**config.mk**
```make
export PLATFORM = sky130hd
export DESIGN_NAME = telnet_iac_receive_filter_core
export DESIGN_NICKNAME = d
export VERILOG_FILES = /design/src/tirf_pkg.sv /design/src/tirf_parse.sv /design/src/tirf_out.sv /design/src/telnet_iac_receive_filter_core.sv
export SDC_FILE = /design/constraint.sdc
export NUM_CORES = 1
export LEC_CHECK = 0
export ABC_AREA = 1
export BUFFER_PORTS_ARGS = -buffer_cell sky130_fd_sc_hd__buf_2
export CORE_MARGIN = 2
export CORE_UTILIZATION = 45
export CTS_BUF_LIST = sky130_fd_sc_hd__clkbuf_4
export DETAILED_ROUTE_END_ITERATION = 8
export GPL_TIMING_DRIVEN = 0
export PLACE_DENSITY = 0.74
export SETUP_SLACK_MARGIN = 0.15
export SLEW_MARGIN = 20
export SYNTH_ARGS = -nofsm -noshare
export SYNTH_HDL_FRONTEND = slang
export SYNTH_SLANG_ARGS = --single-unit
```
**constraint.sdc**
```tcl
create_clock -name aclk -period 3.55 [get_ports aclk]
set_input_delay 0.5325 -clock aclk [delete_from_list [all_inputs] [get_ports aclk]]
set_output_delay 0.5325 -clock aclk [all_outputs]
set_load 0.03 [all_outputs]
```
**src/tirf_pkg.sv**
```systemverilog
// Types and constants for the Telnet IAC receive filter.
// No dependencies.
`default_nettype none
package tirf_pkg;

    localparam logic [7:0] CODE_IAC  = 8'd255;
    localparam logic [7:0] CODE_WILL = 8'd251;
    localparam logic [7:0] CODE_DONT = 8'd254;
    localparam logic [7:0] OPT_SGA   = 8'd3;
    localparam logic [7:0] BYTE_ZERO = 8'd0;

    localparam logic [1:0] VERB_DO = 2'd2;

    typedef enum logic [2:0] {
        PH_DATA = 3'b001,
        PH_IAC  = 3'b010,
        PH_OPT  = 3'b100
    } phase_t;

    // Decoded action for one input beat.
    typedef struct packed {
        logic       reply;   // 1: send IAC WILL SGA to peer
        logic [7:0] data;    // host data byte
    } act_t;

endpackage
`default_nettype wire

```
**src/tirf_parse.sv**
```systemverilog
// Command parser: phase state plus registered action per input beat.
// Depends on tirf_pkg.
`default_nettype none
module tirf_parse
    import tirf_pkg::*;
(
    input  wire logic       aclk,
    input  wire logic       aresetn,
    input  wire logic       binary_mode,
    input  wire logic       in_valid,
    input  wire logic [7:0] in_byte,
    output logic            in_ready,
    output logic            act_valid,
    output act_t            act,
    input  wire logic       act_ready
);

    phase_t     phase_reg, phase_next;
    logic [1:0] verb_reg, verb_next;
    logic       act_valid_reg, act_valid_next;
    act_t       act_reg, act_next;
    logic       res_valid;
    act_t       res;
    logic       in_take;

    assign in_ready  = !act_valid_reg || act_ready;
    assign in_take   = in_valid && in_ready;
    assign act_valid = act_valid_reg;
    assign act       = act_reg;

    always_comb begin
        res_valid  = 1'b0;
        res.reply  = 1'b0;
        res.data   = in_byte;
        phase_next = PH_DATA;
        verb_next  = verb_reg;
        case (phase_reg)
            PH_IAC: begin
                if (in_byte == CODE_IAC) begin
                    res_valid = 1'b1;
                end else if (in_byte >= CODE_WILL && in_byte <= CODE_DONT) begin
                    verb_next  = 2'(in_byte - CODE_WILL);
                    phase_next = PH_OPT;
                end
            end
            PH_OPT: begin
                if (verb_reg == VERB_DO && in_byte == OPT_SGA) begin
                    res_valid = 1'b1;
                    res.reply = 1'b1;
                end
            end
            default: begin
                if (in_byte == CODE_IAC) begin
                    phase_next = PH_IAC;
                end else if (in_byte != BYTE_ZERO || binary_mode) begin
                    res_valid = 1'b1;
                end
            end
        endcase
    end

    always_comb begin
        act_valid_next = act_valid_reg;
        act_next       = act_reg;
        if (in_take) begin
            act_valid_next = res_valid;
            act_next       = res;
        end else if (act_ready) begin
            act_valid_next = 1'b0;
        end
    end

    always_ff @(posedge aclk) begin
        if (!aresetn) begin
            phase_reg     <= PH_DATA;
            verb_reg      <= 2'd0;
            act_valid_reg <= 1'b0;
        end else begin
            act_valid_reg <= act_valid_next;
            if (in_take) begin
                phase_reg <= phase_next;
                verb_reg  <= verb_next;
            end
        end
    end

    always_ff @(posedge aclk) begin
        act_reg <= act_next;
    end

endmodule
`default_nettype wire

```
**src/tirf_out.sv**
```systemverilog
// Result register: host data beats and the three-beat reply burst.
// Depends on tirf_pkg.
`default_nettype none
module tirf_out
    import tirf_pkg::*;
(
    input  wire logic       aclk,
    input  wire logic       aresetn,
    input  wire logic       act_valid,
    input  wire act_t       act,
    output logic            act_ready,
    output logic            m_tvalid,
    input  wire logic       m_tready,
    output logic [7:0]      m_tdata,
    output logic            m_tuser,
    output logic            m_tlast
);

    logic       valid_reg, valid_next;
    logic [7:0] byte_reg, byte_next;
    logic       dest_reg, dest_next;
    logic       last_reg, last_next;
    logic [1:0] burst_reg, burst_next;   // reply beats still to load
    logic       slot_free;

    assign slot_free = !valid_reg || m_tready;
    assign act_ready = slot_free && (burst_reg == 2'd0);

    assign m_tvalid = valid_reg;
    assign m_tdata  = byte_reg;
    assign m_tuser  = dest_reg;
    assign m_tlast  = last_reg;

    always_comb begin
        valid_next = valid_reg;
        byte_next  = byte_reg;
        dest_next  = dest_reg;
        last_next  = last_reg;
        burst_next = burst_reg;
        if (slot_free) begin
            if (burst_reg == 2'd2) begin
                valid_next = 1'b1;
                byte_next  = CODE_WILL;
                dest_next  = 1'b1;
                last_next  = 1'b0;
                burst_next = 2'd1;
            end else if (burst_reg == 2'd1) begin
                valid_next = 1'b1;
                byte_next  = OPT_SGA;
                dest_next  = 1'b1;
                last_next  = 1'b1;
                burst_next = 2'd0;
            end else if (act_valid) begin
                valid_next = 1'b1;
                if (act.reply) begin
                    byte_next  = CODE_IAC;
                    dest_next  = 1'b1;
                    last_next  = 1'b0;
                    burst_next = 2'd2;
                end else begin
                    byte_next  = act.data;
                    dest_next  = 1'b0;
                    last_next  = 1'b1;
                end
            end else begin
                valid_next = 1'b0;
            end
        end
    end

    always_ff @(posedge aclk) begin
        if (!aresetn) begin
            valid_reg <= 1'b0;
            burst_reg <= 2'd0;
        end else begin
            valid_reg <= valid_next;
            burst_reg <= burst_next;
        end
    end

    always_ff @(posedge aclk) begin
        byte_reg <= byte_next;
        dest_reg <= dest_next;
        last_reg <= last_next;
    end

endmodule
`default_nettype wire

```
**src/telnet_iac_receive_filter_core.sv**
```systemverilog
// Telnet IAC receive filter: parser stage and result stage.
// Each input beat is registered in the parser stage and then in the result stage.
// Throughput: one input beat per cycle while the output is not stalled; an
// answered DO SGA holds input while the three-beat reply goes out.
// Reset (aresetn low, synchronous): data phase, empty stages, binary mode off.
// Depends on tirf_pkg, tirf_parse, tirf_out.
`default_nettype none
module telnet_iac_receive_filter_core
    import tirf_pkg::*;
(
    input  wire logic       aclk,
    input  wire logic       aresetn,
    input  wire logic       cfg_wr_en,
    input  wire logic       cfg_wr_data,   // binary_mode
    input  wire logic       s_tvalid,
    output logic            s_tready,
    input  wire logic [7:0] s_tdata,       // [7:0] rx_byte
    output logic            m_tvalid,
    input  wire logic       m_tready,
    output logic [7:0]      m_tdata,       // [7:0] out_byte
    output logic            m_tuser,       // [0] out_dest
    output logic            m_tlast        // out_last
);

    logic binary_mode_reg;
    logic act_valid;
    logic act_ready;
    act_t act;

    always_ff @(posedge aclk) begin
        if (!aresetn) begin
            binary_mode_reg <= 1'b0;
        end else if (cfg_wr_en) begin
            binary_mode_reg <= cfg_wr_data;
        end
    end

    tirf_parse u_parse (
        .aclk        (aclk),
        .aresetn     (aresetn),
        .binary_mode (binary_mode_reg),
        .in_valid    (s_tvalid),
        .in_byte     (s_tdata),
        .in_ready    (s_tready),
        .act_valid   (act_valid),
        .act         (act),
        .act_ready   (act_ready)
    );

    tirf_out u_out (
        .aclk      (aclk),
        .aresetn   (aresetn),
        .act_valid (act_valid),
        .act       (act),
        .act_ready (act_ready),
        .m_tvalid  (m_tvalid),
        .m_tready  (m_tready),
        .m_tdata   (m_tdata),
        .m_tuser   (m_tuser),
        .m_tlast   (m_tlast)
    );

endmodule
`default_nettype wire

```
# Word level (Yosys, flattened, before mapping)
# Cells that the tools add are included.
# op_classes
n_reduce_logical	18
mux	26
order_cmp	2
bitwise_logic	1
addsub	1
n_eq_ne	7
# ops
cell	n
8-bit 2-to-1 mux	3
1-bit 2-to-1 mux	14
2-bit 2-to-1 mux	5
8-bit by 2-bit == test with 1-bit output (second input constant)	1
8-bit == test (second input constant)	1
8-bit greater-or-equal comparator (second input constant)	1
8-bit <= comparator (second input constant)	1
8-bit nonzero test	1
3-bit 2-to-1 mux	2
3-bit one-hot mux with 2 select lines	1
3-bit nonzero test	2
2-bit == test (second input constant)	2
1-bit logical AND	4
4-bit AND reduction	1
3-bit by 2-bit == test with 1-bit output (second input constant)	1
3-bit == test (second input constant)	1
1-bit logical OR	3
3-bit AND reduction	1
2-bit by 1-bit == test with 1-bit output (second input constant)	1
1-bit logical NOT	2
2-bit logical NOT	1
1-bit one-hot mux with 2 select lines	1
2-bit AND reduction	1
2-bit nonzero test	1
other kinds (3)	3
# word_totals
register_bits	29
in_bits	14
word_cells	67
output_inout_bits	12

# Longest topological paths before layout
# Gate-level depths: netlist of run 1.
# logic_depth
depth_word	6
depth_mapped	10
ltp_nobuf	10

# Cells and area by module
# A second synthesis of run 1 with hierarchy kept.
# hier_totals
hier_cells	144
area_unflattened_um2	1352.5
# by_module_without_submodules
mod	area_each_um2	seq_area_each_um2	instances	cells_each
tirf_parse	733.2	390.4	1	82
tirf_out	578.1	360.3	1	56
telnet_iac_receive_filter_core	41.3	20.0	1	6

# Worst setup path after synthesis of run 1
# Ideal clock, no wire load.
# synth_path
kind	in2reg
start	input m_tready
end	register u_parse.verb_reg[1]
n_path_buf	0
setup_time_ps	113
required_ps	3437
stages	9
slack_ps	2062
arrival_ps	1375
cell_sequence	inv_1 -> nand2_1 -> nand2_1 -> nand2_2 -> nand2_2 -> inv_2 -> nand2_2 -> nor2_1 -> nor2_1
# synth_via
elab_chain_len	5
# synth_rtl
item	line_no	source
from (decl)	telnet_iac_receive_filter_core.sv:19	input wire logic m_tready,
1-bit logical OR	tirf_out.sv:26	assign slot_free = !valid_reg || m_tready;
1-bit logical AND	tirf_out.sv:27	assign act_ready = slot_free && (burst_reg == 2'd0);
1-bit logical OR	tirf_parse.sv:26	assign in_ready = !act_valid_reg || act_ready;
net s_tready	telnet_iac_receive_filter_core.sv:16	output logic s_tready,
1-bit logical AND	tirf_parse.sv:27	assign in_take = in_valid && in_ready;
net u_parse.in_take	tirf_parse.sv:24	logic in_take;
4-bit AND reduction (no source line)	-	
to (signal assigned)	tirf_parse.sv:82	verb_reg <= verb_next;
to (decl)	tirf_parse.sv:19	logic [1:0] verb_reg, verb_next;
# The timed path passes the listed nets, and every way through them passes these cells.
# A chain may end at the register's enable or synchronous reset.

# Worst setup path after layout of run 1
# layout_path
start	register u_out.burst_reg[0]
end	output s_tready
# layout_via
elab_chain_len	3
# layout_rtl
item	line_no	source
from (decl)	tirf_out.sv:23	logic [1:0] burst_reg, burst_next;
from (signal assigned)	tirf_out.sv:77	burst_reg <= burst_next;
2-bit logical NOT	tirf_out.sv:27	
1-bit logical AND	tirf_out.sv:27	
1-bit logical OR	tirf_parse.sv:26	
to (decl)	telnet_iac_receive_filter_core.sv:16	
# Every way passes these cells.

==> results.sh, run 1 <==
export IMPL_hold_viol_final=0
export IMPL_gp_congestion=0.870
export IMPL_crit_buf_inv=2
export IMPL_grt_pass1_vias=938
export IMPL_cts_htree_levels=2
export IMPL_preCtsSetupSlack_ns=1.87
export IMPL_final_cell_mix="nand2_1, inv_1, buf_2"
export IMPL_maxCapViolations=0
export IMPL_p_leak_nw=0.758
export IMPL_report_final_setup_viol=0
export IMPL_grt_pass1_wl_mm=3.82
export IMPL_ys_warnings_count=0
export IMPL_via_count=970
export IMPL_worstPathArrival_ns=1.33
export IMPL_drive_above_1_share=0.250
export IMPL_row_count=19
export IMPL_antenna_found_initial=0
export IMPL_dr_pass1_iters=4
export IMPL_total_power_uw=952
export IMPL_route_detailed_drc=0
export IMPL_min_path_type="in2reg"
export IMPL_cp_slowest_stage_delay_ns=0.38
export IMPL_synth_seq_cells=29
export IMPL_setup_worst_path_start="u_out.burst_reg[0]$_SDFFE_PN0P_"
export IMPL_critPathMaxFanout=3
export IMPL_rsz0062_at_grt="false"
export IMPL_p_sw_uw=335
export IMPL_gr_total_overflow=0
export IMPL_cts_root_buf="clkbuf_4"
export IMPL_max_freq_mhz=536
export IMPL_instances_no_fill=211
export IMPL_cts_tree="built"
export IMPL_wirelength_mm=2.16
export IMPL_avgViaCountPerCell=4.60
export IMPL_fin_setup_tns_ns=0
export IMPL_initial_utilization=0.481
export IMPL_status="complete, no violations"
export IMPL_synth_cell_types=18
export IMPL_clock_skew_ns=0.00774
export IMPL_tightest_slew_ns=0.381
export IMPL_drv_slew=0
export IMPL_p_seq_frac=0.489
export IMPL_startpoint_type="flip-flop"
export IMPL_slowest_stage="dfxtp_1"
export IMPL_clock_sinks=29
export IMPL_hold_slack_ns=0.406
export IMPL_clk_latency_ns=0.33
export IMPL_synthesis_nets=167
export IMPL_drtIter0Drc=10
export IMPL_netlist_instances=147
export IMPL_fillerInstances=261
export IMPL_core_area_um2=2780
export IMPL_grt_use_total=0.151
export IMPL_placed_cells=203
export IMPL_postLayoutCoreUtil=0.561
export IMPL_grt_start_max_net_pins=15
export IMPL_layout_commonest_cell="nand2_1"
export IMPL_port_buffers=25
export IMPL_synth_area_per_cell_um2=9.11
export IMPL_cp_depth=5
export IMPL_period_minus_slack_ns=1.87
export IMPL_r2r_end="u_out.burst_reg[1]$_SDFFE_PN0P_"
export IMPL_clkSlewWorstSetupHoldPaths_ns=0.08
export IMPL_p_sw_frac=0.352
export IMPL_post_drt_wl_per_cell_um=10.3
export IMPL_rrSetupSlack_ns=1.87
export IMPL_dp_hpwl_mm=1.72
export IMPL_vdd_drop_max_v=0.000381
export IMPL_crit_family="flip-flops"
export IMPL_path_cells="inv_1 > ha_1 > nand2_1 > nand2_2 > buf_2"
export IMPL_final_area_um2=1560
export IMPL_path_class="reg2out"
export IMPL_worstPathRequired_ns=3.02
export IMPL_drtAntennaViolNets=0
export IMPL_r2r_worst_path_cells=9
export IMPL_nets=199
export IMPL_period_share=0.526
export IMPL_largest_reg_flops=9
export IMPL_cts_max_path_buffers=2
export IMPL_clockPowerShare=0.208
export IMPL_endpoint="s_tready"
export IMPL_p_int_uw=617
export IMPL_antennaDiodeCount=0
export IMPL_io_pins=26
export IMPL_area_growth_pct=16.4
export IMPL_tritoncts_num_buffers=5
export IMPL_power_frac_comb=0.302
export IMPL_postCtsHoldBufs=0
export IMPL_r2r_start="u_out.burst_reg[1]$_SDFFE_PN0P_"
export IMPL_place_area_um2=1500
export IMPL_p_per_area_nw_per_um2=611
export IMPL_post_cts_resized=0
export IMPL_die_w_um=58.5
export IMPL_cp_end_kind="output port"
export IMPL_slew_headroom=0.746
export IMPL_synth_cell_area_um2=1340
export IMPL_die_y_um=58.5
export IMPL_dieArea_um2=3430
export IMPL_setup_ws_ns=1.68
export IMPL_yosysSeqAreaShare=0.576
export IMPL_cts_setup_buffers=0
## area by class of cell
class	count	area (um^2)	area share
multi-input combinational	90	463	0.297
inverter	28	105	0.0674
clock inverter	1	3.75	0.00241
clock buffer	7	52.6	0.0337
timing repair buffer	25	125	0.0803
sequential	29	771	0.494
tap	31	38.8	0.0249
## Yosys cell counts
library cell | n | share of area
dfxtp_1 | 10 | 0.15
o211ai_1 | 1 | 0.0056
o21ai_1 | 1 | 0.0037
nand2_2 | 4 | 0.019
o21ai_0 | 6 | 0.022
inv_2 | 2 | 0.0056
nor3_1 | 1 | 0.0037
nand3b_4 | 1 | 0.015
nor2_2 | 3 | 0.014
a21oi_1 | 6 | 0.022
nor2_4 | 1 | 0.0084
nor2_1 | 22 | 0.062
inv_1 | 26 | 0.073
or2_2 | 2 | 0.0093
nand2_1 | 32 | 0.090
nand3_1 | 4 | 0.015
ha_1 | 6 | 0.056
edfxtp_1 | 19 | 0.43
## worst min path at each step
stage | start | end | cells after the start
3_3_place_gp | u_parse.verb_reg[0]$_SDFFE_PN0P_ | u_parse.verb_reg[0]$_SDFFE_PN0P_ | 2
4_1_cts | s_tdata[6] | u_parse.act[6]$_DFFE_PP_ | 1
2_1_floorplan | u_parse.verb_reg[0]$_SDFFE_PN0P_ | u_parse.verb_reg[0]$_SDFFE_PN0P_ | 2
3_5_place_dp | u_parse.verb_reg[0]$_SDFFE_PN0P_ | u_parse.verb_reg[0]$_SDFFE_PN0P_ | 2
6_report | s_tdata[6] | u_parse.act[6]$_DFFE_PP_ | 1
5_1_grt | s_tdata[5] | u_parse.act[5]$_DFFE_PP_ | 1
## routing by layer
layer / GRT usage / vias to the layer above / wire length, um
met5: 0 / - / 0
met4: 0.0598 / 0 / 41
met3: 0.0659 / 6 / 129
met2: 0.263 / 22 / 1100
met1: 0.159 / 417 / 891
li1: - / 525 / -
## worst register-to-register path: cells and delay by family (launching register included)
kind	cells	cell delay, ns
flip-flops	1	0.32
AO/OA/AOI/OAI	2	0.23
buffers and inverters	2	0.40
AND/OR/NAND/NOR	4	0.35
adder cells (fa/ha/maj)	1	0.27
## power groups by stage
stage / registers (mW) / logic (mW) / clock network, mW
final: 0.466 / 0.288 / 0.198
after global routing: 0.472 / 0.318 / 0.219
after CTS: 0.467 / 0.292 / 0.204
after detailed placement: 0.475 / 0.291 / 0
after global placement: 0.470 / 0.281 / 0
after floorplan: 0.560 / 0.124 / 0
## kinds of logic (layout without fill, tap and decap cells)
family | after synthesis | count (layout) | share of synthesized area
AO/OA/AOI/OAI | 14 | 14 | 0.0542
buffers and inverters | 28 | 61 | 0.0785
adder cells (fa/ha/maj) | 6 | 6 | 0.0561
flip-flops | 29 | 29 | 0.576
AND/OR/NAND/NOR | 70 | 70 | 0.236
No activity file was read; power rests on OpenSTA's default activity.
==> run 2: changes to the inputs <==
--- a/config.mk
+++ b/config.mk
@@ -5,7 +5,7 @@
 export SDC_FILE = /design/constraint.sdc
 export NUM_CORES = 1
 export LEC_CHECK = 0
-export ABC_AREA = 1
+export ABC_AREA = 0
 export BUFFER_PORTS_ARGS = -buffer_cell sky130_fd_sc_hd__buf_2
 export CORE_MARGIN = 2
 export CORE_UTILIZATION = 45
==> constraint.sdc (replaced) <==
create_clock -name aclk -period 1.9 [get_ports aclk]
set_input_delay 0.285 -clock aclk [delete_from_list [all_inputs] [get_ports aclk]]
set_output_delay 0.285 -clock aclk [all_outputs]
set_load 0.03 [all_outputs]
==> run 2 against run 1 <==
Compared with the run above:
- total power rose by 120%
- clock skew rose by 0.00053 ns
- first-iteration DRC count rose by 130%
- sequential cell count did not move
- die area fell by 1.1%
- synthesized cell count fell by 20%
- via count rose by 2.0%
- largest cell class unchanged
- clock power rose by 87%
==> results.sh, run 2 <==
export IMPL_via_count=989
export IMPL_gp_congestion=0.916
export IMPL_hold_viol_final=0
export IMPL_layout_commonest_cell="buf_2"
export IMPL_cts_tree="built"
export IMPL_initial_utilization=0.475
export IMPL_postCtsHoldBufs=0
export IMPL_p_per_area_nw_per_um2=1370
export IMPL_row_count=19
export IMPL_worstPathRequired_ns=2.14
export IMPL_die_w_um=58.2
export IMPL_maxCapViolations=0
export IMPL_synth_area_per_cell_um2=11.2
export IMPL_period_share=0.864
export IMPL_antennaDiodeCount=0
export IMPL_grt_use_total=0.154
export IMPL_largest_reg_flops=9
export IMPL_async_flop_share=0
export IMPL_synth_commonest_cells="edfxtp_1, inv_1, dfxtp_1, nor2_1, nand2_1"
export IMPL_p_leak_nw=0.644
export IMPL_yosysSeqAreaShare=0.583
export IMPL_cts_max_path_buffers=2
export IMPL_cts_root_buf="clkbuf_4"
export IMPL_p_seq_frac=0.459
export IMPL_rsz0062_at_grt="false"
export IMPL_preCtsSetupSlack_ns=0.0433
export IMPL_grt_start_max_net_pins=16
export IMPL_startpoint_type="flip-flop"
export IMPL_regArea_um2=772
export IMPL_p_sw_uw=821
export IMPL_post_drt_wl_per_cell_um=13.0
export IMPL_max_freq_mhz=609
export IMPL_synth_cell_types=34
export IMPL_cp_slowest_stage_delay_ns=0.37
export IMPL_hold_slack_ns=0.163
export IMPL_drv_slew=0
export IMPL_p_int_mw=1.31
export IMPL_multi_input_area_um2=513
export IMPL_core_area_um2=2780
export IMPL_synthAdderAreaFrac=0.0568
export IMPL_dp_hpwl_mm=1.81
export IMPL_total_power_mw=2.13
export IMPL_slew_headroom=0.683
export IMPL_synthesis_nets=138
export IMPL_status="complete, no violations"
export IMPL_grt_pass1_wl_mm=3.86
export IMPL_synth_ff_type="edfxtp_1"
export IMPL_min_path_type="in2reg"
export IMPL_tightest_slew_ns=0.475
export IMPL_final_cell_mix="buf_2, edfxtp_1, inv_1"
export IMPL_io_pins=26
export IMPL_slowest_stage="dfxtp_1"
export IMPL_clock_sinks=29
export IMPL_dieArea_um2=3390
export IMPL_fin_setup_tns_ns=0
export IMPL_yosysMostFrequentCell="edfxtp_1"
export IMPL_report_final_setup_viol=0
export IMPL_synthXorXnorAreaFrac=0.00662
export IMPL_wirelength_mm=2.37
export IMPL_synth_edf_count=19
export IMPL_clockPowerShare=0.175
export IMPL_worstPathArrival_ns=1.88
export IMPL_cts_setup_buffers=0
export IMPL_drtIter0Drc=23
export IMPL_power_frac_comb=0.367
export IMPL_crit_family="compound AO/OA/AOI/OAI gates"
export IMPL_crit_buf_inv=2
export IMPL_avgViaCountPerCell=5.43
export IMPL_yosys_area_top_type="edfxtp_1"
export IMPL_period_minus_slack_ns=1.64
export IMPL_p_sw_frac=0.386
export IMPL_tritoncts_num_buffers=5
export IMPL_path_class="reg2reg"
export IMPL_clock_skew_ns=0.00827
export IMPL_vdd_drop_max_v=0.000844
export IMPL_synthMuxAreaShare=0.0227
export IMPL_dr_pass1_iters=4
export IMPL_die_y_um=58.2
export IMPL_grt_pass1_vias=965
export IMPL_critPathMaxFanout=15
export IMPL_area_growth_pct=17.9
export IMPL_synth_cell_area_um2=1320
export IMPL_synth_simple_area_share=0.175
export IMPL_ys_warnings_count=0
export IMPL_clkSlewWorstSetupHoldPaths_ns=0.10
export IMPL_drtAntennaViolNets=0
export IMPL_path_cells="inv_1 > ha_1 > and2_1 > a21oi_4 > inv_4 > and3_2 > o31ai_1"
export IMPL_synth_top_family_by_area="simple AND/OR/NAND/NOR gates"
export IMPL_drive_above_1_share=0.278
export IMPL_netlist_instances=118
export IMPL_postLayoutCoreUtil=0.561
export IMPL_gr_total_overflow=0
export IMPL_synth_seq_cells=29
export IMPL_yosysTopAreaCellShare=0.431
export IMPL_antenna_found_initial=0
export IMPL_setup_ws_ns=0.258
export IMPL_port_buffers=25
export IMPL_clk_latency_ns=0.32
export IMPL_route_detailed_drc=0
export IMPL_cp_end_kind="flip-flop"
export IMPL_nets=170
export IMPL_cts_htree_levels=2
export IMPL_fillerInstances=253
export IMPL_synth_compound_gate_area_share=0.116
export IMPL_synthTopCellsByArea="edfxtp_1, dfxtp_1, ha_1"
-- run 2: cell count changes after synthesis, sizes merged, moves of 3 or more --
cell	before	now
a211oi	0	3
nor2	26	10
inv	28	14
nand2b	0	3
nor3	1	4
nand2	36	8
mux2i	0	3
-- run 2: what timing repair did --
action	in CTS	in global routing
gates cloned	0	0
gates resized for setup	3	2
pin swaps	0	1
endpoints found under the hold margin	0	0
endpoints found under the setup margin	14	4
-- run 2: area by class of cell --
type                    instances  share of cell area
multi-input cells              75               0.329
clock inverters                 2             0.00642
clock buffers                   6              0.0289
flip-flops and latches         29               0.495
repair buffers                 25              0.0803
inverters                      14              0.0353
well taps                      31              0.0249
-- run 2: per-layer routing --
layer	part of all wire	GRT usage	up-vias
li1	-	-	489
met1	0.40	0.160	453
met2	0.50	0.265	34
met3	0.057	0.0469	13
met4	0.038	0.110	0
met5	0	0	-
-- run 2: worst paths after layout --
kind                                          from                                 to  slack, ns  cells past startpoint
setup / recovery   u_out.burst_reg[1]$_SDFFE_PN0P_  u_parse.phase_reg[0]$_SDFFE_PN1P_       0.26                      7
setup reg to reg   u_out.burst_reg[1]$_SDFFE_PN0P_  u_parse.phase_reg[0]$_SDFFE_PN1P_       0.26                      7
hold reg to reg   u_parse.verb_reg[1]$_SDFFE_PN0P_   u_parse.verb_reg[1]$_SDFFE_PN0P_       0.48                      2
hold / removal                          s_tdata[6]           u_parse.act[6]$_DFFE_PP_       0.16                      1
-- run 2: power groups by stage --
stage | clock (mW) | sequential [mW] | combinational [mW]
6_report | 0.371 | 0.977 | 0.780
5_1_grt | 0.401 | 0.996 | 0.860
4_1_cts | 0.373 | 0.979 | 0.780
3_5_place_dp | 0 | 0.995 | 0.764
3_3_place_gp | 0 | 0.986 | 0.743
2_1_floorplan | 0 | 1.22 | 0.327
-- run 2: cell families (layout without fill, tap and decap cells) --
group | Yosys count | count (layout)
AND/OR/NAND/NOR | 43 | 43
flip-flops | 29 | 29
AO/OA/AOI/OAI | 22 | 22
buffers and inverters | 14 | 47
adder cells (fa/ha/maj) | 6 | 6
multiplexers | 3 | 3
XOR/XNOR | 1 | 1
-- run 2: stage by stage --
| stage | cells | area [um^2] |
|---|---|---|
| 6_report | 182 | 1560 |
| 5_1_grt | 182 | 1560 |
| 4_1_cts | 182 | 1550 |
| 3_5_place_dp | 174 | 1490 |
| 3_3_place_gp | 174 | 1490 |
| 2_1_floorplan | 118 | 1320 |
